[config.mk]
export PLATFORM = sky130hd
export DESIGN_NAME = linear_probe_hash_table
export DESIGN_NICKNAME = d
export VERILOG_FILES = /design/src/rtl/lpht_pkg.sv /design/src/rtl/lpht_ram.sv /design/src/rtl/linear_probe_hash_table.sv
export SDC_FILE = /design/constraint.sdc
export NUM_CORES = 2
export LEC_CHECK = 0
export BUFFER_PORTS_ARGS = -buffer_cell sky130_fd_sc_hd__buf_2
export CAP_MARGIN = 20
export CORE_UTILIZATION = 56
export CTS_BUF_LIST = sky130_fd_sc_hd__clkbuf_16
export DETAILED_ROUTE_END_ITERATION = 10
export HOLD_SLACK_MARGIN = 0.15
export PLACE_DENSITY_LB_ADDON = 0.2
export SETUP_SLACK_MARGIN = 0.15
export SLEW_MARGIN = 20
export SYNTH_ARGS = -nofsm -noshare
export SYNTH_HDL_FRONTEND = slang
export SYNTH_SLANG_ARGS = --single-unit
[constraint.sdc]
create_clock -name clk -period 7.72 [get_ports clk]
set_input_delay 0.386 -clock clk [delete_from_list [all_inputs] [get_ports clk]]
set_output_delay 0.386 -clock clk [all_outputs]
set_load 0.1 [all_outputs]
[src/rtl/lpht_pkg.sv]
`timescale 1ns / 1ps

package lpht_pkg;

  localparam int SlotsDefault    = 26;
  localparam int KeyBytesDefault = 8;

  localparam int KeyW   = 64;
  localparam int PhoneW = 34;
  localparam int IndexW = 5;

  localparam logic [7:0] CharUpperA = 8'h41;
  localparam logic [7:0] CharUpperZ = 8'h5A;
  localparam logic [7:0] CharLowerA = 8'h61;
  localparam logic [7:0] CharLowerZ = 8'h7A;
  localparam logic [7:0] CaseOffset = 8'h20;

  typedef enum logic {
    FUNC_INSERT = 1'b0,
    FUNC_DELETE = 1'b1
  } func_t;

  typedef enum logic [1:0] {
    ST_OK        = 2'd0,
    ST_FULL      = 2'd1,
    ST_NOT_FOUND = 2'd2,
    ST_BAD_KEY   = 2'd3
  } status_t;

  typedef struct packed {
    func_t              func;
    logic [KeyW-1:0]    name_key;
    logic [PhoneW-1:0]  phone_number;
  } cmd_t;

  typedef struct packed {
    status_t            status;
    logic [IndexW-1:0]  slot_index;
  } rsp_t;

  typedef struct packed {
    logic [KeyW-1:0]    key;
    logic [PhoneW-1:0]  phone;
  } entry_t;

endpackage

[src/rtl/lpht_ram.sv]
`timescale 1ns / 1ps

module lpht_ram #(
  parameter int WIDTH = 8,
  parameter int DEPTH = 32
) (
  input  logic                     clk,
  input  logic                     we,
  input  logic [$clog2(DEPTH)-1:0] waddr,
  input  logic [WIDTH-1:0]         wdata,
  input  logic [$clog2(DEPTH)-1:0] raddr,
  output logic [WIDTH-1:0]         rdata
);

  logic [WIDTH-1:0] mem [DEPTH];

  always_ff @(posedge clk) begin
    if (we) begin
      mem[waddr] <= wdata;
    end
    rdata <= mem[raddr];
  end

endmodule

[src/rtl/linear_probe_hash_table.sv]
`timescale 1ns / 1ps

// Contact table with linear probing. One word goes in on cmd, one word comes back on rsp.
// An insert takes the upper-cased first character of the key as its home slot and walks the
// slot-used flags one slot per cycle, wrapping, until it finds a free slot or has probed all
// slots (table full). A delete walks the key memory from slot 0, one read per cycle with the
// compare in the cycle after the read. A key whose first character is not a letter goes
// straight to a bad-key response. The slot-used flags sit in flip-flops cleared by reset, so
// the block needs no clearing pass and takes commands right after reset. A finished response
// waits in an output register, so the next command can be accepted and worked on while the
// previous response is still held.
module linear_probe_hash_table
  import lpht_pkg::*;
#(
  parameter int SLOTS     = SlotsDefault,
  parameter int KEY_BYTES = KeyBytesDefault
) (
  input  logic clk,
  input  logic rst,
  input  logic cmd_valid,
  output logic cmd_ready,
  input  cmd_t cmd,
  output logic rsp_valid,
  input  logic rsp_ready,
  output rsp_t rsp
);

  localparam int SlotW = $clog2(SLOTS);
  localparam logic [KeyW-1:0] KeyMask = {KeyW{1'b1}} << (8 * (8 - KEY_BYTES));
  localparam logic [SlotW-1:0] LastSlot = SlotW'(SLOTS - 1);

  typedef enum logic [1:0] {
    S_IDLE,
    S_PROBE,
    S_SCAN,
    S_FINISH
  } state_t;

  state_t            state;
  logic [SLOTS-1:0]  used;
  logic [KeyW-1:0]   key;
  logic [PhoneW-1:0] phone;
  logic [SlotW-1:0]  idx;
  logic [SlotW-1:0]  probe_cnt;
  logic              chk_valid;
  logic [SlotW-1:0]  chk_idx;
  status_t           res_status;
  logic [SlotW-1:0]  res_slot;

  logic [7:0]        first_ch;
  logic [7:0]        upper_ch;
  logic              is_letter;
  logic [SlotW-1:0]  home;
  logic [KeyW-1:0]   in_key;
  logic              mem_we;
  entry_t            wr_entry;
  entry_t            rd_entry;
  logic              key_hit;
  logic              out_free;

  assign in_key   = cmd.name_key & KeyMask;
  assign first_ch = in_key[KeyW-1 -: 8];
  assign upper_ch = (first_ch >= CharLowerA && first_ch <= CharLowerZ) ?
                    first_ch - CaseOffset : first_ch;
  assign is_letter = (upper_ch >= CharUpperA) && (upper_ch <= CharUpperZ);
  // Letters give 0..25, which is below SLOTS only when SLOTS is 26 or more; no wrap is applied here.
  assign home = SlotW'(upper_ch - CharUpperA);

  assign mem_we   = (state == S_PROBE) && !used[idx];
  assign wr_entry = '{key: key, phone: phone};

  // The key read issued at idx returns in the next cycle, tagged by chk_idx.
  assign key_hit  = chk_valid && used[chk_idx] && (rd_entry.key == key);
  assign out_free = !rsp_valid || rsp_ready;

  assign cmd_ready = (state == S_IDLE);

  lpht_ram #(
    .WIDTH ($bits(entry_t)),
    .DEPTH (SLOTS)
  ) u_entry_ram (
    .clk   (clk),
    .we    (mem_we),
    .waddr (idx),
    .wdata (wr_entry),
    .raddr (idx),
    .rdata (rd_entry)
  );

  always_ff @(posedge clk) begin
    if (rst) begin
      state     <= S_IDLE;
      used      <= '0;
      chk_valid <= 1'b0;
      rsp_valid <= 1'b0;
    end else begin
      // In S_FINISH the response register is reloaded below instead.
      if (rsp_valid && rsp_ready && state != S_FINISH) begin
        rsp_valid <= 1'b0;
      end
      unique case (state)
        S_IDLE: begin
          if (cmd_valid) begin
            key       <= in_key;
            phone     <= cmd.phone_number;
            probe_cnt <= '0;
            chk_valid <= 1'b0;
            if (!is_letter) begin
              res_status <= ST_BAD_KEY;
              res_slot   <= '0;
              state      <= S_FINISH;
            end else if (cmd.func == FUNC_INSERT) begin
              idx   <= home;
              state <= S_PROBE;
            end else begin
              idx   <= '0;
              state <= S_SCAN;
            end
          end
        end
        S_PROBE: begin
          if (!used[idx]) begin
            used[idx]  <= 1'b1;
            res_status <= ST_OK;
            res_slot   <= idx;
            state      <= S_FINISH;
          end else if (probe_cnt == LastSlot) begin
            res_status <= ST_FULL;
            res_slot   <= '0;
            state      <= S_FINISH;
          end else begin
            idx       <= (idx == LastSlot) ? '0 : idx + 1'b1;
            probe_cnt <= probe_cnt + 1'b1;
          end
        end
        S_SCAN: begin
          chk_valid <= 1'b1;
          chk_idx   <= idx;
          if (idx != LastSlot) begin
            idx <= idx + 1'b1;
          end
          if (key_hit) begin
            used[chk_idx] <= 1'b0;
            res_status    <= ST_OK;
            res_slot      <= chk_idx;
            state         <= S_FINISH;
          end else if (chk_valid && chk_idx == LastSlot) begin
            res_status <= ST_NOT_FOUND;
            res_slot   <= '0;
            state      <= S_FINISH;
          end
        end
        S_FINISH: begin
          if (out_free) begin
            rsp_valid      <= 1'b1;
            rsp.status     <= res_status;
            rsp.slot_index <= IndexW'(res_slot);
            state          <= S_IDLE;
          end
        end
        default: state <= S_IDLE;
      endcase
    end
  end

endmodule

* Word-level counts from Yosys, hierarchy flattened *
Memory sizes are Yosys's and may differ from the RTL's. A register that Yosys moved wholly into a read port is not among the register bits.
Cells that the tools add are included.

word-level totals
  register bits = 157
  word-level logic and storage cells = 131
  memory bits (writable) = 2,548
  memories = 1

operators by class
  mux-type cells = 54
  bitwise gates (word level) = 4
  order comparisons = 8
  equal/unequal tests = 20
  reductions and logical operators = 27
  add/sub/neg operators = 4

memories
  name             words  width  read ports  clocked after memory_dff  wr ports  line            source
  u_entry_ram.mem  26     98     1           1                         1         lpht_ram.sv:15  logic [WIDTH-1:0] mem [DEPTH];

operators by type and width
  kind                                                                number
  2-to-1 mux 5 bit                                                    16
  equality test 64 bit                                                1
  2-to-1 mux 26 bit                                                   2
  one-hot mux 26 bit (2 select lines)                                 1
  one-hot mux 5 bit (3 select lines)                                  2
  2-to-1 mux 2 bit                                                    14
  AND 26 bit                                                          1
  inverter 26 bit                                                     1
  bitwise OR 26 bit                                                   1
  greater-or-equal comparator 8 x 7 -> 1 bit (second input constant)  2
  less-or-equal comparator 8 x 7 -> 1 bit (second input constant)     2
  inequality test 2 bit (second input constant)                       8
  equality test 5 bit (second input constant)                         3
  less-than comparator 5 x 6 -> 1 bit (second input constant)         2
  adder 5 x 1 -> 5 bit (second input constant)                        2
  binary-select mux 1 bit (select 5 bit)                              2
  demux 1 bit (select 5 bit)                                          2
  greater-or-equal comparator 5 x 1 -> 1 bit (second input constant)  2
  logical AND 1 bit                                                   10
  2-to-1 mux 1 bit                                                    10
  one-hot mux 5 bit (2 select lines)                                  1
  AND reduction 3 bit                                                 3
  2-to-1 mux 8 bit                                                    1
  one-hot mux 2 bit (4 select lines)                                  1
  other kinds (21)                                                    27

* Logic depth before layout (Yosys ltp) *
  word-level depth = 8
  gate-level depth with buffers = 13

* By module *
From an unflattened synthesis, not the netlist that was laid out.

unflattened totals
  cells, all modules = 4,817
  area, all modules = 105,625.1 um^2

modules (own cells, without submodules)
  module                   seq. area each (um^2)  cells an instance  times used  area an instance (um^2)
  lpht_ram                 78,475.3               4,233              1           98,249.2
  linear_probe_hash_table  4,414.2                584                1           7,375.8

* Least setup slack after synthesis *
No wires, ideal clock.

  path type = register to register
  start point = register idx[1]
  end point = memory u_entry_ram.mem[24][34] (netlist name) (enable)
  period minus slack after synthesis = 7.302 ns
  arrival = 6.737 ns
  stages on the path, launching flop included = 10
  path slack = 0.418 ns
  setup time = 0.564 ns
  cell sequence = edfxtp_1 buf_6 mux4_1 mux2_2 a32o_1 or2_1 buf_6 nor2_2 nand2_1 nor3_1

on the way
  word-level cells in the longest chain between the ends = 6

RTL lines
  what                                    line                            source
  start: declaration                      linear_probe_hash_table.sv:43   logic [SlotW-1:0] idx;
  start signal: assignment                linear_probe_hash_table.sv:113  idx <= home;
  start signal: assignment                linear_probe_hash_table.sv:132  idx <= (idx == LastSlot) ? '0 : idx + 1'b1;
  start signal: assignment                linear_probe_hash_table.sv:140  idx <= idx + 1'b1;
  binary-select mux 1 bit (select 5 bit)  linear_probe_hash_table.sv:69   assign mem_we = (state == S_PROBE) && !used[idx];
  2-to-1 mux 1 bit (implied by the code)  linear_probe_hash_table.sv:69
  logical NOT 1 bit                       n/a
  logical AND 1 bit                       linear_probe_hash_table.sv:69
  2-to-1 mux 1 bit                        lpht_ram.sv:18                  if (we) begin
  2-to-1 mux 1 bit (implied by the code)  lpht_ram.sv:19                  mem[waddr] <= wdata;
  end: declaration                        lpht_ram.sv:15

Several ways; a longest one is shown, not always the timed one. The select of a mux whose other input is x is not followed.

* Final worst setup path *
  start point = register idx[1]
  end point = memory u_entry_ram.mem[11][43] (netlist name) (enable)

The elaborated chain is that of the path after synthesis.

==> flow_summary.yaml <==
placed_design:
  place_ws_ps: 2090
  place.gp.congestion: 0.827
  place.port_buffers: 77
  place_area_sq_mm: 0.0734
  place.detailed.hpwl_mm: 85.4
logic_synthesis:
  synth.avg_cell_area_sq_um: 21.2
  syn_nets: 3440
  yosysSeqAreaShare: 0.775
  ys_types: 67
  ys_seq_elements: 1851
  synth-main-ff-cell: "sky130_fd_sc_hd__edfxtp_1"
  area_of_the_mapped_netlist_sq_mm: 0.0705
  post_synth_edffs: 1757
  syn_inst: 3322
  yosysWarningCount: 0
  async_flop_share: 0
clock_network:
  clock_sinks: 1851
  clockBufferDepth: 3
  h-tree-depth: 4
  cts_setup_buffers: 0
  tritoncts: "yes"
  post_cts_resized: 0
  path_clk_slew_ps: 60
  ctsRootBufferMaster: "sky130_fd_sc_hd__clkbuf_16"
  tritoncts.num_buffers: 184
  insertion_delay_ps: 820
route:
  route.detailed.wl_per_inst_um: 31.2
  vias_per_cell: 6.49
  drt-initial-drc-count: 4248
  vias: 34800
  dr_wl_met2_mm: 80.9
  wl_mm: 167
  drt_pass_1_iters: 5
  routed-wl-met3_mm: 13.9
  wirelength_met1_mm: 68.1
  top_layer_used: "met5"
  drt_drc_violations_left: 0
  ant_nets: 0
setup_path:
  critical_path_fanout_max: 45
  critical_path.startpoint_type: "register"
  cp_cell_sequence: "buf_4, mux2i_1, o221ai_1, a32o_1, or2_1, nor2_2, nand2_1, nor2_4, buf_4"
  cell_repeated_most_along_the_worst_path: "sky130_fd_sc_hd__buf_4"
  critical_path.n_buffers_inverters: 2
  cp_slowest_stage_delay_ps: 970
  crit_type: "reg2reg"
  nature_of_the_critical_path_endpoint: "register"
  critPathLaunch: "idx[1]"
  worst_ep_required_time_ps: 8160
  cp.arrival_ps: 5980
  r2r_start: "idx[1]"
  critical_path.top_delay_family: "simple AND/OR/NAND/NOR gates"
  critical_path.slowest_cell: "sky130_fd_sc_hd__nor2_4"
timing:
  timing_worst_slew_pin_value_ps: 1150
  clock_skew_ps: 23.8
  relSlewSlack: 0.229
  setup_slack_ps: 2190
  fmaxAchievable_ghz: 0.181
  aggregate_negative_setup_slack_ps: 0
  period_minus_slack_ps: 5530
  final.period_utilization: 0.717
  timing.final.setup_violations: 0
  rsz_0062_raised_after_global_routing: "false"
  finalHoldWorstSlack_ps: 280
  final_max_slew_viol_count: 0
  timing_hold_violations_final: 0
finish:
  layout.filler_cells: 8115
  highest_count_cells_in_the_layout_ignoring_fill_and_taps: "1757 x sky130_fd_sc_hd__edfxtp_1, 409 x sky130_fd_sc_hd__mux4_2, 186 x sky130_fd_sc_hd__clkbuf_16"
  final_instance_area_sq_mm: 0.0798
  nNetsFinal: 3695
  register_area_sq_mm: 0.0546
  final_layout_size_suffix_gt1_frac: 0.234
  final_common_cell: "sky130_fd_sc_hd__edfxtp_1"
  inserted_diodes: 0
  growth_of_design_area_from_synthesis_to_finish_pct: 13.2
  multi_input_area_sq_mm: 0.0151
floorplan:
  initial_core_util: 0.567
  die_x_um: 357
  io_pins: 112
  core.rowCount: 129
  floorplan.die_area_sq_mm: 0.127
  die_height_um: 357
  core_area_sq_mm: 0.124
run:
  max_capacitance_violation_count: 0
global_route:
  grt_antenna_before_repair: 3
  grt_start_max_net_pins: 135
  grt_pass1_wl_mm: 242
  grt_pass1_vias: 35500
  grt.overflow.total: 0
  globalRouteTotalUtil: 0.267
power_and_ir_drop:
  powerDensity_mw_per_mm2: 309
  ir_worst_vdd_uv: 261
  static-leakage-power_nw: 25.7
min_path:
  hold_path_startpoint: "cmd[79]"
  hold_path.class: "in2reg"
outcome:
  status: "finished, final reports clean"
==> area by class of cell <==
| class | instances | area share |
|---|---|---|
| flip-flops and latches | 1851 | 0.685 |
| multi-input cells | 1237 | 0.189 |
| clock buffers | 186 | 0.0583 |
| repair buffers | 242 | 0.0264 |
| well taps | 1637 | 0.0257 |
| clock inverters | 156 | 0.0124 |
| inverters | 61 | 0.00293 |
==> synth_stat cells (4+ instances only) <==
cell                        count  area share
sky130_fd_sc_hd__ha_1          15      0.0027
sky130_fd_sc_hd__o22ai_1        9     0.00080
sky130_fd_sc_hd__a22oi_1       62      0.0066
sky130_fd_sc_hd__nor4_1         7     0.00062
sky130_fd_sc_hd__nand3_1       11     0.00078
sky130_fd_sc_hd__nor4_2         4     0.00071
sky130_fd_sc_hd__nand2b_1       4     0.00036
sky130_fd_sc_hd__edfxtp_1    1757        0.75
sky130_fd_sc_hd__mux2i_1      124       0.018
sky130_fd_sc_hd__clkbuf_1      79      0.0042
sky130_fd_sc_hd__o221ai_1      66      0.0082
sky130_fd_sc_hd__mux4_2       409        0.13
sky130_fd_sc_hd__xor2_1        24      0.0030
sky130_fd_sc_hd__nand2_1      159      0.0085
sky130_fd_sc_hd__buf_1         54      0.0029
sky130_fd_sc_hd__a221oi_1       4     0.00050
sky130_fd_sc_hd__a211oi_1      14      0.0015
sky130_fd_sc_hd__dfxtp_1       94       0.027
sky130_fd_sc_hd__nor2b_1       20      0.0018
sky130_fd_sc_hd__and3_1         5     0.00044
sky130_fd_sc_hd__inv_1         58      0.0031
sky130_fd_sc_hd__xnor2_1       31      0.0039
sky130_fd_sc_hd__o31ai_1       12      0.0013
sky130_fd_sc_hd__mux2_2         5     0.00080
sky130_fd_sc_hd__nand4_1       12      0.0011
sky130_fd_sc_hd__a2bb2oi_1      5     0.00062
sky130_fd_sc_hd__buf_6          6     0.00096
sky130_fd_sc_hd__nor3_1        12     0.00085
sky130_fd_sc_hd__a21oi_1       76      0.0054
sky130_fd_sc_hd__buf_4          4     0.00043
sky130_fd_sc_hd__o21ai_0        9     0.00064
sky130_fd_sc_hd__buf_2         30      0.0021
sky130_fd_sc_hd__nor2_1        95      0.0051
==> through the flow <==
stage | cells | total power [mW] | utilization
floorplan | 3322 | 15.1 | -
global placement | 4956 | 16.5 | 0.590
detailed placement | 4956 | 16.5 | 0.590
CTS | 5367 | 24.8 | 0.641
global route | 5370 | 25.5 | 0.642
finish | 5370 | 24.7 | 0.642
==> power breakdown <==
| group | internal, mW | switching [mW] | total [mW] | leakage (nW) |
|---|---|---|---|---|
| combinational | 1.83 | 2.59 | 4.43 | 6.13 |
| clock | 4.61 | 3.71 | 8.32 | 2.99 |
| sequential | 11.6 | 0.354 | 11.9 | 16.6 |
==> worst reg2reg max path: stages, from the launching register on <==
cell and delay [ps]:
sky130_fd_sc_hd__edfxtp_1 920, sky130_fd_sc_hd__buf_4 760, sky130_fd_sc_hd__mux2i_1 280, sky130_fd_sc_hd__o221ai_1 150, sky130_fd_sc_hd__a32o_1 270, sky130_fd_sc_hd__or2_1 320
sky130_fd_sc_hd__nor2_2 390, sky130_fd_sc_hd__nand2_1 530, sky130_fd_sc_hd__nor2_4 970, sky130_fd_sc_hd__buf_4 570
==> sequential cells by signal, summed over array words and instances, names as in the netlist <==
register,count
chk_idx,5
res_slot,5
key,64
probe_cnt,5
state,2
rsp_valid,1
rsp,7
used,26
res_status,2
idx,5
u_entry_ram.rdata,64
chk_valid,1
u_entry_ram.mem,1664
==> repair_timing <==
action | in CTS | in global routing
hold endpoints to repair | 90 | 0
hold buffers | 69 | 0
setup endpoints to repair | 0 | 0
==> layer usage <==
metal | global-route usage | vias to the layer above
met3 | 0.0458 | 280
met1 | 0.387 | 18500
li1 | - | 14300
met2 | 0.422 | 1705
met4 | 0.0839 | 2
met5 | 0 | -
==> cell families (layout without fill, tap and decap cells) <==
family | after synthesis | count (layout) | share of synthesized area
adders and majority gates | 15 | 15 | 0.00266
DFF | 1851 | 1851 | 0.775
xor gates and xnor gates | 55 | 55 | 0.00684
muxes | 539 | 539 | 0.149
and+or+nand+nor | 349 | 349 | 0.0229
buffers and inverters | 234 | 645 | 0.0138
AOI/OAI and AO/OA | 279 | 279 | 0.0289
==> final timing paths <==
check	end	slack, ps	cells after the start
min reg2reg	rsp[1]	420	0
max	u_entry_ram.mem[11][43]	2190	9
max reg2reg	u_entry_ram.mem[11][43]	2190	9
min	key[45]	280	2
Power figures use the tool's default switching activity.
